**src/hw/rtl/b64d_pkg.sv**
```systemverilog
package b64d_pkg;

   // class codes returned by the character classifier
   localparam logic [7:0] CLS_SKIP    = 8'd253;
   localparam logic [7:0] CLS_PAD     = 8'd254;
   localparam logic [7:0] CLS_INVALID = 8'd255;

   localparam logic [7:0] CHAR_NUL = 8'h00;

   localparam logic [1:0] PAD_FULL = 2'd3;

   localparam logic [5:0] DIGIT_PLUS  = 6'd62;
   localparam logic [5:0] DIGIT_SLASH = 6'd63;

   // one queued transaction for the output side
   typedef struct packed {
      logic        is_error;
      logic [1:0]  nbytes;
      logic [23:0] group;
   } b64d_entry_type;

   // digit 0..63, or one of the class codes
   function automatic logic [7:0] b64d_classify(input logic [7:0] c);
      logic [7:0] code;
      code = CLS_INVALID;
      if (c inside {[8'h41:8'h5a]}) begin
         code = c - 8'h41;
      end else if (c inside {[8'h61:8'h7a]}) begin
         code = c - 8'h61 + 8'd26;
      end else if (c inside {[8'h30:8'h39]}) begin
         code = c - 8'h30 + 8'd52;
      end else if (c == 8'h2b) begin
         code = {2'b00, DIGIT_PLUS};
      end else if (c == 8'h2f) begin
         code = {2'b00, DIGIT_SLASH};
      end else if (c == 8'h3d) begin
         code = CLS_PAD;
      end else if (c inside {8'h0a, 8'h0d, 8'h20}) begin
         code = CLS_SKIP;
      end
      return code;
   endfunction

endpackage

```
**src/hw/rtl/b64d_if.sv**
```systemverilog
interface b64d_req_if;
   logic       valid;
   logic       ready;
   logic [7:0] ch;
   logic       first;

   modport source (output valid, output ch, output first, input ready);
   modport sink   (input valid, input ch, input first, output ready);
endinterface

interface b64d_rsp_if;
   logic       valid;
   logic       ready;
   logic [7:0] out_byte;
   logic       status;
   logic       last;

   modport source (output valid, output out_byte, output status, output last, input ready);
   modport sink   (input valid, input out_byte, input status, input last, output ready);
endinterface

```
**src/hw/rtl/b64d_front.sv**
```systemverilog
module b64d_front
   import b64d_pkg::*;
(
   input  logic           clock,
   input  logic           reset,
   b64d_req_if.sink       req_chan,
   input  logic           queue_full,
   output logic           push,
   output b64d_entry_type push_entry
);

   logic [23:0] group_acc_ff, group_acc_in;
   logic [1:0]  digit_count_ff, digit_count_in;
   logic [1:0]  pad_budget_ff, pad_budget_in;
   logic        error_seen_ff, error_seen_in;

   logic        accept;

   assign req_chan.ready = !queue_full;
   assign accept = req_chan.valid && req_chan.ready;

   always_comb begin
      logic [23:0] acc_cur;
      logic [1:0]  count_cur;
      logic [1:0]  pad_cur;
      logic        err_cur;
      logic [7:0]  cls;
      logic [5:0]  digit;
      logic [1:0]  pad_new;
      logic [23:0] acc_new;

      // a first transaction clears the state before decoding
      acc_cur   = req_chan.first ? 24'd0 : group_acc_ff;
      count_cur = req_chan.first ? 2'd0 : digit_count_ff;
      pad_cur   = req_chan.first ? PAD_FULL : pad_budget_ff;
      err_cur   = req_chan.first ? 1'b0 : error_seen_ff;
      cls       = b64d_classify(req_chan.ch);

      group_acc_in   = group_acc_ff;
      digit_count_in = digit_count_ff;
      pad_budget_in  = pad_budget_ff;
      error_seen_in  = error_seen_ff;
      push           = 1'b0;
      push_entry     = '0;

      digit   = (cls == CLS_PAD) ? 6'd0 : cls[5:0];
      pad_new = pad_cur;
      if (cls == CLS_PAD && pad_cur != 2'd0) begin
         pad_new = pad_cur - 2'd1;
      end
      acc_new = {acc_cur[17:0], digit};

      if (accept) begin
         group_acc_in   = acc_cur;
         digit_count_in = count_cur;
         pad_budget_in  = pad_cur;
         error_seen_in  = err_cur;
         if (!err_cur && req_chan.ch != CHAR_NUL && cls != CLS_SKIP) begin
            if (cls == CLS_INVALID) begin
               error_seen_in       = 1'b1;
               push                = 1'b1;
               push_entry.is_error = 1'b1;
               push_entry.nbytes   = 2'd1;
            end else begin
               pad_budget_in = pad_new;
               if (count_cur == 2'd3) begin
                  push             = 1'b1;
                  push_entry.group = acc_new;
                  case (pad_new)
                     2'd3:    push_entry.nbytes = 2'd3;
                     2'd2:    push_entry.nbytes = 2'd2;
                     default: push_entry.nbytes = 2'd1;
                  endcase
                  group_acc_in   = 24'd0;
                  digit_count_in = 2'd0;
               end else begin
                  group_acc_in   = acc_new;
                  digit_count_in = count_cur + 2'd1;
               end
            end
         end
      end
   end

   always_ff @(posedge clock) begin
      if (reset) begin
         group_acc_ff   <= '0;
         digit_count_ff <= '0;
         pad_budget_ff  <= PAD_FULL;
         error_seen_ff  <= 1'b0;
      end else begin
         group_acc_ff   <= group_acc_in;
         digit_count_ff <= digit_count_in;
         pad_budget_ff  <= pad_budget_in;
         error_seen_ff  <= error_seen_in;
      end
   end

   // an error push always leaves the decoder in its error hold
   a_error_holds: assert property (@(posedge clock) disable iff (reset)
      (push && push_entry.is_error) |=> error_seen_ff)
      else $error("error push did not set error hold");

   // nothing is queued while in error hold unless a new string starts
   a_quiet_in_error: assert property (@(posedge clock) disable iff (reset)
      (error_seen_ff && !req_chan.first) |-> !push)
      else $error("result queued during error hold");

endmodule

```
**src/hw/rtl/b64d_queue.sv**
```systemverilog
module b64d_queue
   import b64d_pkg::*;
#(
   parameter int DEPTH = 4
) (
   input  logic           clock,
   input  logic           reset,
   input  logic           push,
   input  b64d_entry_type push_entry,
   input  logic           pop,
   output b64d_entry_type pop_entry,
   output logic           full,
   output logic           not_empty
);

   localparam int PtrW = (DEPTH > 1) ? $clog2(DEPTH) : 1;
   localparam int CntW = $clog2(DEPTH + 1);
   localparam logic [PtrW-1:0] LastPtr = PtrW'(DEPTH - 1);
   localparam logic [CntW-1:0] FullCnt = CntW'(DEPTH);

   b64d_entry_type  mem_ff [DEPTH];
   logic [PtrW-1:0] wr_ptr_ff, wr_ptr_in;
   logic [PtrW-1:0] rd_ptr_ff, rd_ptr_in;
   logic [CntW-1:0] count_ff, count_in;

   assign full      = (count_ff == FullCnt);
   assign not_empty = (count_ff != '0);
   assign pop_entry = mem_ff[rd_ptr_ff];

   always_comb begin
      wr_ptr_in = wr_ptr_ff;
      rd_ptr_in = rd_ptr_ff;
      count_in  = count_ff;
      if (push) begin
         wr_ptr_in = (wr_ptr_ff == LastPtr) ? '0 : wr_ptr_ff + 1'b1;
      end
      if (pop) begin
         rd_ptr_in = (rd_ptr_ff == LastPtr) ? '0 : rd_ptr_ff + 1'b1;
      end
      if (push && !pop) begin
         count_in = count_ff + 1'b1;
      end else if (pop && !push) begin
         count_in = count_ff - 1'b1;
      end
   end

   always_ff @(posedge clock) begin
      if (push) begin
         mem_ff[wr_ptr_ff] <= push_entry;
      end
   end

   always_ff @(posedge clock) begin
      if (reset) begin
         wr_ptr_ff <= '0;
         rd_ptr_ff <= '0;
         count_ff  <= '0;
      end else begin
         wr_ptr_ff <= wr_ptr_in;
         rd_ptr_ff <= rd_ptr_in;
         count_ff  <= count_in;
      end
   end

   a_no_overflow: assert property (@(posedge clock) disable iff (reset)
      push |-> (!full || pop))
      else $error("queue overflow");

   a_no_underflow: assert property (@(posedge clock) disable iff (reset)
      pop |-> not_empty)
      else $error("queue underflow");

endmodule

```
**src/hw/rtl/b64d_back.sv**
```systemverilog
module b64d_back
   import b64d_pkg::*;
(
   input  logic           clock,
   input  logic           reset,
   input  logic           queue_not_empty,
   input  b64d_entry_type queue_entry,
   output logic           pop,
   b64d_rsp_if.source     rsp_chan
);

   b64d_entry_type job_ff, job_in;
   logic [1:0]     idx_ff, idx_in;
   logic           busy_ff, busy_in;
   logic           is_last;
   logic           take;

   assign is_last = (idx_ff == job_ff.nbytes - 2'd1);
   assign take    = busy_ff && rsp_chan.ready;
   assign pop     = queue_not_empty && (!busy_ff || (take && is_last));

   always_comb begin
      rsp_chan.valid  = busy_ff;
      rsp_chan.status = job_ff.is_error;
      rsp_chan.last   = is_last;
      case (idx_ff)
         2'd0:    rsp_chan.out_byte = job_ff.group[23:16];
         2'd1:    rsp_chan.out_byte = job_ff.group[15:8];
         default: rsp_chan.out_byte = job_ff.group[7:0];
      endcase
   end

   always_comb begin
      job_in  = job_ff;
      idx_in  = idx_ff;
      busy_in = busy_ff;
      if (take) begin
         if (is_last) begin
            busy_in = 1'b0;
         end else begin
            idx_in = idx_ff + 2'd1;
         end
      end
      if (pop) begin
         job_in  = queue_entry;
         idx_in  = 2'd0;
         busy_in = 1'b1;
      end
   end

   always_ff @(posedge clock) begin
      job_ff <= job_in;
   end

   always_ff @(posedge clock) begin
      if (reset) begin
         idx_ff  <= '0;
         busy_ff <= 1'b0;
      end else begin
         idx_ff  <= idx_in;
         busy_ff <= busy_in;
      end
   end

   a_idx_in_job: assert property (@(posedge clock) disable iff (reset)
      busy_ff |-> (idx_ff < job_ff.nbytes))
      else $error("byte index past end of group");

   a_error_single: assert property (@(posedge clock) disable iff (reset)
      (busy_ff && job_ff.is_error) |-> (is_last && rsp_chan.out_byte == 8'd0))
      else $error("error result malformed");

endmodule

```
**src/hw/rtl/base64_stream_decoder_unit.sv**
```systemverilog
// channel    | dir | handshake     | payload
// req_chan   | in  | valid / ready | ch[7:0], first
// rsp_chan   | out | valid / ready | out_byte[7:0], status, last
//
// one character transaction accepted per cycle while the result queue has room
// a completed group or an error leaves as 1 to 3 result transactions, one per cycle,
// while rsp_chan is ready, set by the single output byte stage in the back end
// reset is synchronous, active high; decoder state returns to empty group, budget three
// a stall on rsp_chan fills the queue before req_chan ready drops
module base64_stream_decoder_unit
   import b64d_pkg::*;
#(
   parameter int QUEUE_DEPTH = 4
) (
   input  logic       clock,
   input  logic       reset,
   b64d_req_if.sink   req_chan,
   b64d_rsp_if.source rsp_chan
);

   // front end to queue
   logic           push;
   b64d_entry_type push_entry;
   logic           queue_full;

   // queue to back end
   logic           pop;
   b64d_entry_type pop_entry;
   logic           queue_not_empty;

   // classify characters, gather digits, queue finished groups and errors
   b64d_front u_front (
      .clock      (clock),
      .reset      (reset),
      .req_chan   (req_chan),
      .queue_full (queue_full),
      .push       (push),
      .push_entry (push_entry)
   );

   // short queue decoupling input acceptance from output stalls
   b64d_queue #(
      .DEPTH (QUEUE_DEPTH)
   ) u_queue (
      .clock      (clock),
      .reset      (reset),
      .push       (push),
      .push_entry (push_entry),
      .pop        (pop),
      .pop_entry  (pop_entry),
      .full       (queue_full),
      .not_empty  (queue_not_empty)
   );

   // serialize each queued group into byte transactions
   b64d_back u_back (
      .clock           (clock),
      .reset           (reset),
      .queue_not_empty (queue_not_empty),
      .queue_entry     (pop_entry),
      .pop             (pop),
      .rsp_chan        (rsp_chan)
   );

endmodule
```
**src/flat_wrapper.sv**
```systemverilog
// flat-port wrapper written by rule: the top's interface ports become plain ports
module base64_stream_decoder_unit_flat import b64d_pkg::*;
#(
   parameter int QUEUE_DEPTH = 4
)
  (clock, reset, req_chan_valid, req_chan_ch, req_chan_first, req_chan_ready, rsp_chan_valid, rsp_chan_out_byte, rsp_chan_status, rsp_chan_last, rsp_chan_ready);
  b64d_req_if req_chan_i ();
  b64d_rsp_if rsp_chan_i ();
  input  logic clock;
  input  logic reset;
  input wire logic [$bits(req_chan_i.valid)-1:0] req_chan_valid;
  input wire logic [$bits(req_chan_i.ch)-1:0] req_chan_ch;
  input wire logic [$bits(req_chan_i.first)-1:0] req_chan_first;
  output wire logic [$bits(req_chan_i.ready)-1:0] req_chan_ready;
  output wire logic [$bits(rsp_chan_i.valid)-1:0] rsp_chan_valid;
  output wire logic [$bits(rsp_chan_i.out_byte)-1:0] rsp_chan_out_byte;
  output wire logic [$bits(rsp_chan_i.status)-1:0] rsp_chan_status;
  output wire logic [$bits(rsp_chan_i.last)-1:0] rsp_chan_last;
  input wire logic [$bits(rsp_chan_i.ready)-1:0] rsp_chan_ready;
  assign req_chan_i.valid = req_chan_valid;
  assign req_chan_i.ch = req_chan_ch;
  assign req_chan_i.first = req_chan_first;
  assign req_chan_ready = req_chan_i.ready;
  assign rsp_chan_valid = rsp_chan_i.valid;
  assign rsp_chan_out_byte = rsp_chan_i.out_byte;
  assign rsp_chan_status = rsp_chan_i.status;
  assign rsp_chan_last = rsp_chan_i.last;
  assign rsp_chan_i.ready = rsp_chan_ready;
  base64_stream_decoder_unit #(.QUEUE_DEPTH(QUEUE_DEPTH)) u_core (.clock(clock), .reset(reset), .req_chan(req_chan_i), .rsp_chan(rsp_chan_i));
endmodule
```
**config.mk**
```make
export PLATFORM = sky130hd
export DESIGN_NAME = base64_stream_decoder_unit_flat
export DESIGN_NICKNAME = d
export VERILOG_FILES = /design/src/hw/rtl/b64d_pkg.sv /design/src/hw/rtl/b64d_if.sv /design/src/hw/rtl/b64d_front.sv /design/src/hw/rtl/b64d_queue.sv /design/src/hw/rtl/b64d_back.sv /design/src/hw/rtl/base64_stream_decoder_unit.sv /design/src/flat_wrapper.sv
export SDC_FILE = /design/constraint.sdc
export NUM_CORES = 1
export LEC_CHECK = 0
export ABC_CLOCK_PERIOD_IN_PS = 9000
export BUFFER_PORTS_ARGS = -buffer_cell sky130_fd_sc_hd__clkbuf_2
export CORE_ASPECT_RATIO = 0.8
export CORE_MARGIN = 2
export CORE_UTILIZATION = 55
export CTS_CLUSTER_DIAMETER = 30
export DETAILED_ROUTE_END_ITERATION = 10
export GPL_TIMING_DRIVEN = 0
export PLACE_DENSITY = 0.72
export REMOVE_ABC_BUFFERS = 1
export SYNTH_ARGS = -nofsm -noshare
export SYNTH_HDL_FRONTEND = slang
export SYNTH_SLANG_ARGS = --single-unit
```
**constraint.sdc**
```tcl
create_clock -name clock -period 9 [get_ports clock]
set_clock_uncertainty 0.2 [all_clocks]
set_input_delay 0.45 -clock clock [delete_from_list [all_inputs] [get_ports clock]]
set_output_delay 0.45 -clock clock [all_outputs]
set_load 0.1 [all_outputs]
```
==> metrics.yaml, run 1 <==
critical_path.cell_chain: "clkbuf_2 > inv_1 > ha_1 > and4bb_1 > nor3_1 > a222oi_1 > and4_1 > nor2_1 > nor3_2 > ha_1 > inv_1 > fa_1 > xor2_1 > or3_1 > a21oi_1"
sum_of_routed_wire_length_over_all_layers_um: 14100
ios: 25
critical_path.startpoint_type: "primary input"
dp_hpwl_um: 8860
grt.overflow.total: 0
tightest_slew_ns: 1.21
worstPathRequired_ns: 9.15
detailroute.via_count: 4219
cts-root-to-sink-buffers: 2
placedCellCount: 666
clk_latency_worst_skew_pair_ns: 0.42
clk_transition_reported_paths_ns: 0.07
route.detailed.drc: 0
setup_repair_after_global_routing_missed_its_margin: "false"
timing.rr.end: "u_core.u_queue.count_ff[2]$_SDFFE_PP0P_"
run_status: "finished, final reports clean"
maxClockFrequency_mhz: 224
initial_core_util: 0.563
gate_count_after_technology_mapping: 486
powerDensity_nw_per_um2: 306
synth.yosys.seq_area_share: 0.651
worst_setup_slack_before_clock_tree_synthesis_ns: 4.22
synthToLayoutAreaGrowth_pct: 11.9
finished_layout_cells: 698
setup.worst_path.class: "in -> reg"
cts_num_sinks: 168
drv_cap: 0
number_of_setup_buffers_added_after_cts: 0
die-width_um: 132
timing.reg2reg.worst_path_depth: 10
die_area_um2: 14100
cts_buffer_count: 17
timing.critical_path.buf_inv: 3
vias_in_the_first_global_route: 4216
syn-mean-instance-area_um2: 14.9
hold_viol_final: 0
setup_ws_ns: 4.55
critical_path.top_delay_family: "simple AND/OR/NAND/NOR gates"
rows: 37
synth_warnings: 0
drt_iter0_markers: 414
worstSetupStartpoint: "req_chan_ch[1]"
largest_net_degree_at_the_start_of_global_routing: 30
globalRouteMet1Util: 0.307
synth_flop_cell: "sky130_fd_sc_hd__edfxtp_1"
nNetsFinal: 542
avgRoutedWirePerCell_um: 20.3
sum_of_negative_setup_slack_ns: 0
gp_congestion: 0.872
grt_use_total: 0.215
ctsHtreeMaxLevel: 4
total_leakage_power_nw: 2.79
critical_path.max_fanout: 10
normalized_max_slew_margin: 0.172
core_region_area_um2: 12900
regToRegStartpoint: "u_core.u_queue.count_ff[0]$_SDFFE_PP0P_"
clk_root_buffer_cell: "sky130_fd_sc_hd__clkbuf_16"
ys_async_sr_fraction: 0
antenna_found_initial: 0
number_of_register_bits_inferred_by_synthesis: 168
post_cts.resized_instances: 0
diodes: 0
crit_path_max_incr_delay_ns: 0.78
tritoncts_clock_tree: "done"
ant_nets: 0
setup_violations: 0
critical_path_data_arrival_time_ns: 4.61
worstSetupEndpointType: "register"
hold_class: "in -> reg"
hold_fix_buffers_at_cts: 0
detailedRoute.firstPassIterationCount: 5
power.total_mw: 2.48
timing.critical_path.slowest_stage_cell: "sky130_fd_sc_hd__a222oi_1"
grt_first_pass_wirelength_um: 22700
groute.layer.met2.usage: 0.333
post_synth_num_cell_types: 73
port_buffers: 24
post_route_cells_drive_above_1_share: 0.203
holdCritStartpoint: "rsp_chan_ready"
rrSetupSlack_ns: 5.83
via_count_normalized_by_instance_count: 6.04
globalRoute.busiestLayer: "met2"
ir_drop_v: 0.000248
whs_endpoint: "u_core.u_back.rsp_chan.valid$_SDFFE_PP0P_"
die_y_um: 107
finalCritPeriodShare: 0.495
hold-path-cell-count: 4
met3_usage_in_global_routing: 0.0473
final-max-slew-violation-count: 0
synth_enable_flop_cells: 135
finalWorstPathRequiredPeriod_ns: 4.45
post_synth_instance_area_um2: 7240
==> flip-flops by register name, summed over array words and instances, names as in the netlist, 2 cells and up <==
register and cells:
u_core.u_queue.mem_ff 108, u_core.u_back.job_ff 26, u_core.u_front.group_acc_ff 18, u_core.u_queue.count_ff 3
u_core.u_back.idx_ff 2, u_core.u_front.digit_count_ff 2, u_core.u_front.pad_budget_ff 2, u_core.u_queue.rd_ptr_ff 2
u_core.u_queue.wr_ptr_ff 2
==> stage by stage <==
stage | instance area, um^2 | util | hold WS [ns]
2_1_floorplan | 7130 | - | 0.234
3_3_place_gp | 7470 | 0.580 | 0.243
3_5_place_dp | 7530 | 0.585 | 0.254
4_1_cts | 8100 | 0.629 | 0.192
5_1_grt | 8100 | 0.629 | 0.231
6_report | 8100 | 0.629 | 0.201
==> cell usage after synthesis (3+ instances only) <==
cell type,count,share of area
sky130_fd_sc_hd__edfxtp_1,135,0.56
sky130_fd_sc_hd__inv_1,15,0.0078
sky130_fd_sc_hd__a221oi_1,4,0.0048
sky130_fd_sc_hd__buf_1,4,0.0021
sky130_fd_sc_hd__dfxtp_1,33,0.091
sky130_fd_sc_hd__nor3_1,10,0.0069
sky130_fd_sc_hd__nor2b_1,4,0.0035
sky130_fd_sc_hd__or2_2,4,0.0035
sky130_fd_sc_hd__and3_1,3,0.0026
sky130_fd_sc_hd__xor2_1,3,0.0036
sky130_fd_sc_hd__o2bb2ai_1,4,0.0048
sky130_fd_sc_hd__a22o_1,15,0.018
sky130_fd_sc_hd__clkbuf_1,8,0.0041
sky130_fd_sc_hd__a22oi_1,9,0.0093
sky130_fd_sc_hd__nand2_1,33,0.017
sky130_fd_sc_hd__buf_2,4,0.0028
sky130_fd_sc_hd__o21ai_0,10,0.0069
sky130_fd_sc_hd__buf_6,3,0.0047
sky130_fd_sc_hd__nor2_1,29,0.015
sky130_fd_sc_hd__ha_1,18,0.031
sky130_fd_sc_hd__o211ai_1,4,0.0041
sky130_fd_sc_hd__nand2b_1,5,0.0043
sky130_fd_sc_hd__a21oi_1,15,0.010
sky130_fd_sc_hd__and2_1,23,0.020
sky130_fd_sc_hd__o32ai_1,3,0.0036
sky130_fd_sc_hd__mux4_2,27,0.084
sky130_fd_sc_hd__mux2i_1,6,0.0083
==> power breakdown <==
part	total (mW)	internal [mW]	switching, mW
combinational	0.729	0.226	0.503
sequential	1.06	0.990	0.0705
clock	0.688	0.365	0.323
==> layer usage <==
layer | vias up | routed length (um)
li1 | 1948 | -
met1 | 2157 | 6620
met2 | 101 | 6690
met3 | 13 | 649
met4 | 0 | 178
met5 | - | 0
==> worst max-delay path by stage <==
| stage | endpoint | slack (ns) | cells after the start |
|---|---|---|---|
| finish | u_core.u_queue.count_ff[2]$_SDFFE_PP0P_ | 4.55 | 15 |
| detailed placement | u_core.u_queue.count_ff[2]$_SDFFE_PP0P_ | 4.22 | 15 |
| CTS | u_core.u_queue.count_ff[2]$_SDFFE_PP0P_ | 4.67 | 15 |
| global route | u_core.u_queue.count_ff[2]$_SDFFE_PP0P_ | 4.26 | 15 |
| global placement | u_core.u_queue.count_ff[2]$_SDFFE_PP0P_ | 3.98 | 11 |
| floorplan | u_core.u_queue.count_ff[2]$_SDFFE_PP0P_ | 2.93 | 11 |
==> tightest hold or removal path, cell delays in order <==
cell and delay (ns):
sky130_fd_sc_hd__clkbuf_2 0.09, sky130_fd_sc_hd__nand2_1 0.10, sky130_fd_sc_hd__nand2_1 0.09, sky130_fd_sc_hd__a21oi_1 0.05
==> cells in the final DEF (no fill, tap or decap), drive strengths merged, types with 5 or more instances in the layout <==
| cell type | n |
|---|---|
| clkinv | 6 |
| mux4 | 27 |
| ha | 18 |
| a22o | 15 |
| nand2b | 5 |
| a22oi | 9 |
| nor3 | 11 |
| nor2 | 31 |
| a21oi | 16 |
| o21ai | 11 |
| dfxtp | 33 |
| nand2 | 33 |
| inv | 21 |
| and2 | 23 |
| mux2i | 6 |
| clkbuf | 41 |
| edfxtp | 135 |
| or2 | 7 |
==> cell type report <==
cell class,count,area (um^2)
fill,943,4770
timing repair buffer,26,168
multi-input combinational,282,2370
tap,175,219
sequential,168,4720
clock buffer,17,425
clock inverter,15,141
inverter,15,56.3
==> kinds of logic after synthesis <==
| logic type | share of synthesized area |
|---|---|
| AOI/OAI and AO/OA | 0.0950 |
| xor gates and xnor gates | 0.00484 |
| adders and majority gates | 0.0339 |
| buffers and inverters | 0.0235 |
| DFF | 0.651 |
| muxes | 0.0923 |
| and+or+nand+nor | 0.0994 |
(Power assumes the default switching activity.)
==> run 2, diff against run 1 <==
--- a/config.mk
+++ b/config.mk
@@ -5,7 +5,7 @@
 export SDC_FILE = /design/constraint.sdc
 export NUM_CORES = 1
 export LEC_CHECK = 0
-export ABC_CLOCK_PERIOD_IN_PS = 9000
+export ABC_CLOCK_PERIOD_IN_PS = 4250
 export BUFFER_PORTS_ARGS = -buffer_cell sky130_fd_sc_hd__clkbuf_2
 export CORE_ASPECT_RATIO = 0.8
 export CORE_MARGIN = 2
==> constraint.sdc (replaced) <==
create_clock -name clock -period 4.25 [get_ports clock]
set_clock_uncertainty 0.2 [all_clocks]
set_input_delay 0.2125 -clock clock [delete_from_list [all_inputs] [get_ports clock]]
set_output_delay 0.2125 -clock clock [all_outputs]
set_load 0.1 [all_outputs]
==> metrics.yaml, run 2 (synthesized netlist as in run 1, its figures left out) <==
cts_num_sinks: 168
timing.rr.end: "u_core.u_queue.count_ff[2]$_SDFFE_PP0P_"
via_count_normalized_by_instance_count: 6.00
finalCritPeriodShare: 0.904
die_y_um: 107
antenna_found_initial: 0
dp_hpwl_um: 8860
power.total_mw: 5.25
tritoncts_clock_tree: "done"
setup_violations: 0
core_region_area_um2: 12900
mostFrequentLayoutCell: "sky130_fd_sc_hd__edfxtp_1"
grt_first_pass_wirelength_um: 22700
synthToLayoutAreaGrowth_pct: 12.3
sum_of_routed_wire_length_over_all_layers_um: 14100
die_area_um2: 14100
hold-path-cell-count: 2
diodes: 0
critical_path.max_fanout: 10
clk_latency_worst_skew_pair_ns: 0.42
die-width_um: 132
run_status: "finished, final reports clean"
finalWorstPathRequiredPeriod_ns: 3.84
clk_transition_reported_paths_ns: 0.07
ir_drop_v: 0.000526
nNetsFinal: 545
tightest_slew_ns: 1.16
ctsHtreeMaxLevel: 4
detailedRoute.firstPassIterationCount: 5
worstPathRequired_ns: 4.40
drt_iter0_markers: 343
cts_buffer_count: 17
final-max-slew-violation-count: 0
sum_of_negative_setup_slack_ns: 0
hold_viol_final: 0
critical_path.cell_chain: "clkbuf_2 > inv_1 > ha_1 > and4bb_1 > or2_0 > o22a_1 > and4_1 > nor2_1 > nor3_4 > ha_1 > inv_1 > fa_1 > xor2_1 > or3_1 > a21oi_1"
initial_core_util: 0.563
gp_congestion: 0.872
maxClockFrequency_mhz: 260
clk_root_buffer_cell: "sky130_fd_sc_hd__clkbuf_16"
largest_net_degree_at_the_start_of_global_routing: 30
timing.critical_path.buf_inv: 3
crit_path_max_incr_delay_ns: 0.40
rrSetupSlack_ns: 1.20
reg.largest.list: "u_core.u_queue.mem_ff (108), u_core.u_back.job_ff (26), u_core.u_front.group_acc_ff (18)"
drv_cap: 0
ios: 25
most_flop_heavy_register: "u_core.u_queue.mem_ff"
powerDensity_nw_per_um2: 646
critical_path.startpoint_type: "primary input"
timing.critical_path.slowest_stage_cell: "sky130_fd_sc_hd__and4_1"
detailroute.via_count: 4207
dpl-instance-area_um2: 7530
holdCritStartpoint: "reset"
critical_path.top_delay_family: "simple AND/OR/NAND/NOR gates"
grt_use_total: 0.215
setup.worst_path.class: "in -> reg"
worst_hold_slack_ns: 0.0352
total_leakage_power_nw: 2.80
worstSetupEndpointType: "register"
layout.cell_area.non_filler_um2: 8130
port_buffers: 24
post_route_cells_drive_above_1_share: 0.205
timing.reg2reg.worst_path_depth: 10
ant_nets: 0
vias_in_the_first_global_route: 4233
grt.overflow.total: 0
worst_setup_slack_before_clock_tree_synthesis_ns: -0.291
avgRoutedWirePerCell_um: 20.1
cts-root-to-sink-buffers: 2
whs_endpoint: "u_core.u_queue.count_ff[2]$_SDFFE_PP0P_"
rows: 37
critical_path_data_arrival_time_ns: 4.00
route.detailed.drc: 0
setup_repair_after_global_routing_missed_its_margin: "false"
layout.cells.most_common_list: "135 x sky130_fd_sc_hd__edfxtp_1, 33 x sky130_fd_sc_hd__nand2_1, 31 x sky130_fd_sc_hd__dfxtp_1"
normalized_max_slew_margin: 0.203
regToRegStartpoint: "u_core.u_queue.count_ff[0]$_SDFFE_PP0P_"
max_ffs_per_register: 108
setup_ws_ns: 0.407
hold_class: "in -> reg"
-- run 2: cell types whose count changed in the layout (fill, tap and decap cells not counted) --
cell | before | now
sky130_fd_sc_hd__nor3_4 | 0 | 1
sky130_fd_sc_hd__buf_4 | 0 | 2
sky130_fd_sc_hd__nor3_2 | 1 | 0
sky130_fd_sc_hd__dlygate4sd3_1 | 0 | 1
-- run 2: timing repair --
| action | CTS | global route |
|---|---|---|
| hold endpoints to repair | 1 | 0 |
| resized for setup | 0 | 1 |
| hold buffers | 1 | 0 |
| buffers inserted | 0 | 2 |
| endpoints found under the setup margin | 0 | 1 |
-- run 2: stage by stage --
step,utilization,std cells
floorplan,-,465
global placement,0.580,664
detailed placement,0.585,666
CTS,0.630,699
global route,0.632,701
finish,0.632,701
-- run 2: power breakdown --
group | total (mW) | switching (mW) | internal (mW)
logic | 1.55 | 1.07 | 0.481
registers | 2.25 | 0.150 | 2.10
clock network | 1.46 | 0.685 | 0.773
total | 5.25 | 1.90 | 3.35
-- run 2: worst max-delay path by stage --
| stage | start | to | slack [ns] | cells past startpoint |
|---|---|---|---|---|
| final | req_chan_ch[1] | u_core.u_queue.count_ff[2]$_SDFFE_PP0P_ | 0.41 | 15 |
| after global routing | req_chan_ch[1] | u_core.u_queue.count_ff[2]$_SDFFE_PP0P_ | 0.07 | 15 |
| after CTS | req_chan_ch[1] | u_core.u_queue.count_ff[2]$_SDFFE_PP0P_ | 0.16 | 15 |
| after detailed placement | req_chan_ch[2] | u_core.u_queue.count_ff[2]$_SDFFE_PP0P_ | -0.29 | 15 |
| after global placement | u_core.u_back.job_ff[25]$_DFFE_PP_ | u_core.u_queue.count_ff[2]$_SDFFE_PP0P_ | -0.77 | 11 |
| after floorplan | u_core.u_back.job_ff[25]$_DFFE_PP_ | u_core.u_queue.count_ff[2]$_SDFFE_PP0P_ | -1.82 | 11 |
-- run 2: final cells by class --
cell class / count / area, um^2
multi-input combinational: 282 / 2380
tap: 175 / 219
clock buffer: 17 / 425
clock inverter: 15 / 141
inverter: 15 / 56.3
timing repair buffer: 29 / 193
sequential: 168 / 4720
fill: 939 / 4740
-- run 2: worst register-to-register path, cell delays in order, from the launching register on --
cell,delay (ns)
sky130_fd_sc_hd__dfxtp_1,0.41
sky130_fd_sc_hd__or3b_2,0.17
sky130_fd_sc_hd__nand2_1,0.16
sky130_fd_sc_hd__or2_2,0.41
sky130_fd_sc_hd__nor3_4,0.33
sky130_fd_sc_hd__ha_1,0.25
sky130_fd_sc_hd__inv_1,0.06
sky130_fd_sc_hd__fa_1,0.37
sky130_fd_sc_hd__xor2_1,0.18
sky130_fd_sc_hd__or3_1,0.32
sky130_fd_sc_hd__a21oi_1,0.14
-- run 2: layer usage --
layer	wire length, um	vias up	track usage
met3	585	13	0.0473
met5	0	-	0
met2	6700	96	0.333
li1	-	1956	-
met4	178	0	0.0722
met1	6660	2142	0.307
==> run 3, diff against run 2 <==
--- a/config.mk
+++ b/config.mk
@@ -13,7 +13,7 @@
 export CTS_CLUSTER_DIAMETER = 30
 export DETAILED_ROUTE_END_ITERATION = 10
 export GPL_TIMING_DRIVEN = 0
-export PLACE_DENSITY = 0.72
+export PLACE_DENSITY = 0.7
 export REMOVE_ABC_BUFFERS = 1
 export SYNTH_ARGS = -nofsm -noshare
 export SYNTH_HDL_FRONTEND = slang
==> metrics.yaml, run 3 (synthesized netlist as in run 1, its figures left out) <==
timing.rr.end: "u_core.u_queue.count_ff[2]$_SDFFE_PP0P_"
reg.largest.list: "u_core.u_queue.mem_ff (108), u_core.u_back.job_ff (26), u_core.u_front.group_acc_ff (18)"
mostFrequentLayoutCell: "sky130_fd_sc_hd__edfxtp_1"
die-width_um: 132
post_cts.resized_instances: 0
finalWorstPathRequiredPeriod_ns: 3.98
largest_net_degree_at_the_start_of_global_routing: 30
critical_path.startpoint_type: "primary input"
cts_buffer_count: 17
cts_num_sinks: 168
grt_first_pass_wirelength_um: 22900
hold_viol_final: 0
timing.reg2reg.worst_path_depth: 10
clk_transition_reported_paths_ns: 0.06
comb_power_share: 0.291
synthToLayoutAreaGrowth_pct: 12.1
dpl-instance-area_um2: 7520
worstSetupEndpointType: "register"
detailroute.via_count: 4201
setup.worst_path.class: "in -> reg"
diodes: 0
clk_latency_worst_skew_pair_ns: 0.41
grt_use_total: 0.216
setup_ws_ns: 0.267
finalCritPeriodShare: 0.937
dp_hpwl_um: 8900
rows: 37
maxClockFrequency_mhz: 251
layout.cell_area.non_filler_um2: 8120
run_status: "finished, final reports clean"
worstPathRequired_ns: 4.39
initial_core_util: 0.563
normalized_max_slew_margin: 0.223
rrSetupSlack_ns: 1.03
setup_repair_after_global_routing_missed_its_margin: "false"
hold-path-cell-count: 2
layout.cells.most_common_list: "135 x sky130_fd_sc_hd__edfxtp_1, 33 x sky130_fd_sc_hd__nand2_1, 31 x sky130_fd_sc_hd__dfxtp_1"
nNetsFinal: 544
worst_hold_slack_ns: 0.0421
holdCritStartpoint: "reset"
regToRegStartpoint: "u_core.u_queue.count_ff[0]$_SDFFE_PP0P_"
tightest_slew_ns: 1.17
drt_iter0_markers: 398
grt.overflow.total: 0
powerDensity_nw_per_um2: 649
ctsHtreeMaxLevel: 4
die_area_um2: 14100
port_buffers: 24
final-max-slew-violation-count: 0
setup_violations: 0
vias_in_the_first_global_route: 4147
tritoncts_clock_tree: "done"
hold_class: "in -> reg"
final.fill_count: 963
p_clk_frac: 0.283
sum_of_routed_wire_length_over_all_layers_um: 14200
critical_path_data_arrival_time_ns: 4.13
ios: 25
cts-root-to-sink-buffers: 2
route.detailed.drc: 0
total_leakage_power_nw: 2.80
via_count_normalized_by_instance_count: 6.00
power.switching_mw: 1.84
max_ffs_per_register: 108
avgRoutedWirePerCell_um: 20.3
ant_nets: 0
die_y_um: 107
power.share.sequential: 0.426
whs_endpoint: "u_core.u_back.rsp_chan.valid$_SDFFE_PP0P_"
most_flop_heavy_register: "u_core.u_queue.mem_ff"
critical_path.max_fanout: 10
antenna_found_initial: 0
ir_drop_v: 0.000608
power.share.switching: 0.349
p_int_mw: 3.43
gp_congestion: 0.878
drv_cap: 0
clk_root_buffer_cell: "sky130_fd_sc_hd__clkbuf_16"
post_route_cells_drive_above_1_share: 0.198
worst_setup_slack_before_clock_tree_synthesis_ns: -0.322
core_region_area_um2: 12900
detailedRoute.firstPassIterationCount: 5
[run 3: changes by cell type in the layout (fill, tap and decap cells not counted)]
| cell | previous run | this run |
|---|---|---|
| sky130_fd_sc_hd__nor3_2 | 0 | 1 |
| sky130_fd_sc_hd__clkbuf_1 | 0 | 1 |
| sky130_fd_sc_hd__bufinv_16 | 0 | 2 |
| sky130_fd_sc_hd__buf_12 | 1 | 2 |
| sky130_fd_sc_hd__buf_4 | 2 | 1 |
| sky130_fd_sc_hd__clkinvlp_4 | 3 | 2 |
| sky130_fd_sc_hd__inv_8 | 4 | 0 |
| sky130_fd_sc_hd__nor3_4 | 1 | 0 |
| sky130_fd_sc_hd__buf_16 | 1 | 0 |
| sky130_fd_sc_hd__clkinv_4 | 4 | 5 |
| sky130_fd_sc_hd__clkinv_1 | 0 | 2 |
| sky130_fd_sc_hd__clkinv_8 | 1 | 0 |
[run 3: power by group through the flow]
| stage | registers [mW] | clock network [mW] | logic [mW] |
|---|---|---|---|
| global placement | 2.34 | 0 | 1.41 |
| finish | 2.24 | 1.49 | 1.54 |
| global route | 2.27 | 1.60 | 1.63 |
| CTS | 2.24 | 1.52 | 1.55 |
| detailed placement | 2.28 | 0 | 1.55 |
| floorplan | 2.33 | 0 | 1.11 |
[run 3: worst max path at each step]
stage | startpoint | end | cells past startpoint
floorplan | u_core.u_back.job_ff[25]$_DFFE_PP_ | u_core.u_queue.count_ff[2]$_SDFFE_PP0P_ | 11
global placement | u_core.u_back.job_ff[25]$_DFFE_PP_ | u_core.u_queue.count_ff[2]$_SDFFE_PP0P_ | 11
detailed placement | req_chan_ch[1] | u_core.u_queue.count_ff[2]$_SDFFE_PP0P_ | 15
CTS | req_chan_ch[1] | u_core.u_queue.count_ff[2]$_SDFFE_PP0P_ | 15
global route | req_chan_ch[1] | u_core.u_queue.count_ff[2]$_SDFFE_PP0P_ | 15
finish | req_chan_ch[1] | u_core.u_queue.count_ff[2]$_SDFFE_PP0P_ | 15
[run 3: metrics by stage]
stage                     utilization  instances  setup TNS [ns]  power, mW
after floorplan                     -        465          -37.56       3.44
after global placement          0.580        664          -59.97       3.75
after detailed placement        0.585        666           -7.92       3.82
after CTS                       0.630        699               0       5.32
after global routing            0.631        700               0       5.49
final                           0.631        700               0       5.27
[run 3: cell type report]
| class | instances | area, um^2 | share of cell area |
|---|---|---|---|
| Clock inverter | 14 | 149 | 0.0183 |
| Inverter | 15 | 56.3 | 0.00693 |
| Sequential cell | 168 | 4720 | 0.581 |
| Multi-Input combinational cell | 282 | 2370 | 0.292 |
| Tap cell | 175 | 219 | 0.0270 |
| Timing Repair Buffer | 28 | 178 | 0.0219 |
| Clock buffer | 18 | 429 | 0.0529 |
[run 3: per-layer routing]
layer / up-vias / share of wire / global-route usage
met3: 12 / 0.040 / 0.0426
met4: 0 / 0.0089 / 0.0622
met1: 2122 / 0.47 / 0.309
met5: - / 0 / 0
li1: 1952 / - / -
met2: 115 / 0.48 / 0.343
[run 3: worst max-delay path, cell delays in order]
cell and delay [ns]:
sky130_fd_sc_hd__clkbuf_2 0.21, sky130_fd_sc_hd__inv_1 0.15, sky130_fd_sc_hd__ha_1 0.27, sky130_fd_sc_hd__and4bb_1 0.33
sky130_fd_sc_hd__or2_0 0.39, sky130_fd_sc_hd__o22a_1 0.29, sky130_fd_sc_hd__and4_1 0.39, sky130_fd_sc_hd__nor2_1 0.11
sky130_fd_sc_hd__nor3_2 0.42, sky130_fd_sc_hd__ha_1 0.27, sky130_fd_sc_hd__inv_1 0.06, sky130_fd_sc_hd__fa_1 0.37
sky130_fd_sc_hd__xor2_1 0.18, sky130_fd_sc_hd__or3_1 0.31, sky130_fd_sc_hd__a21oi_1 0.14
[run 3: repair_timing]
item	CTS	global route
buffers inserted	0	1
endpoints found under the hold margin	1	0
hold buffers	1	0
endpoints found under the setup margin	0	1
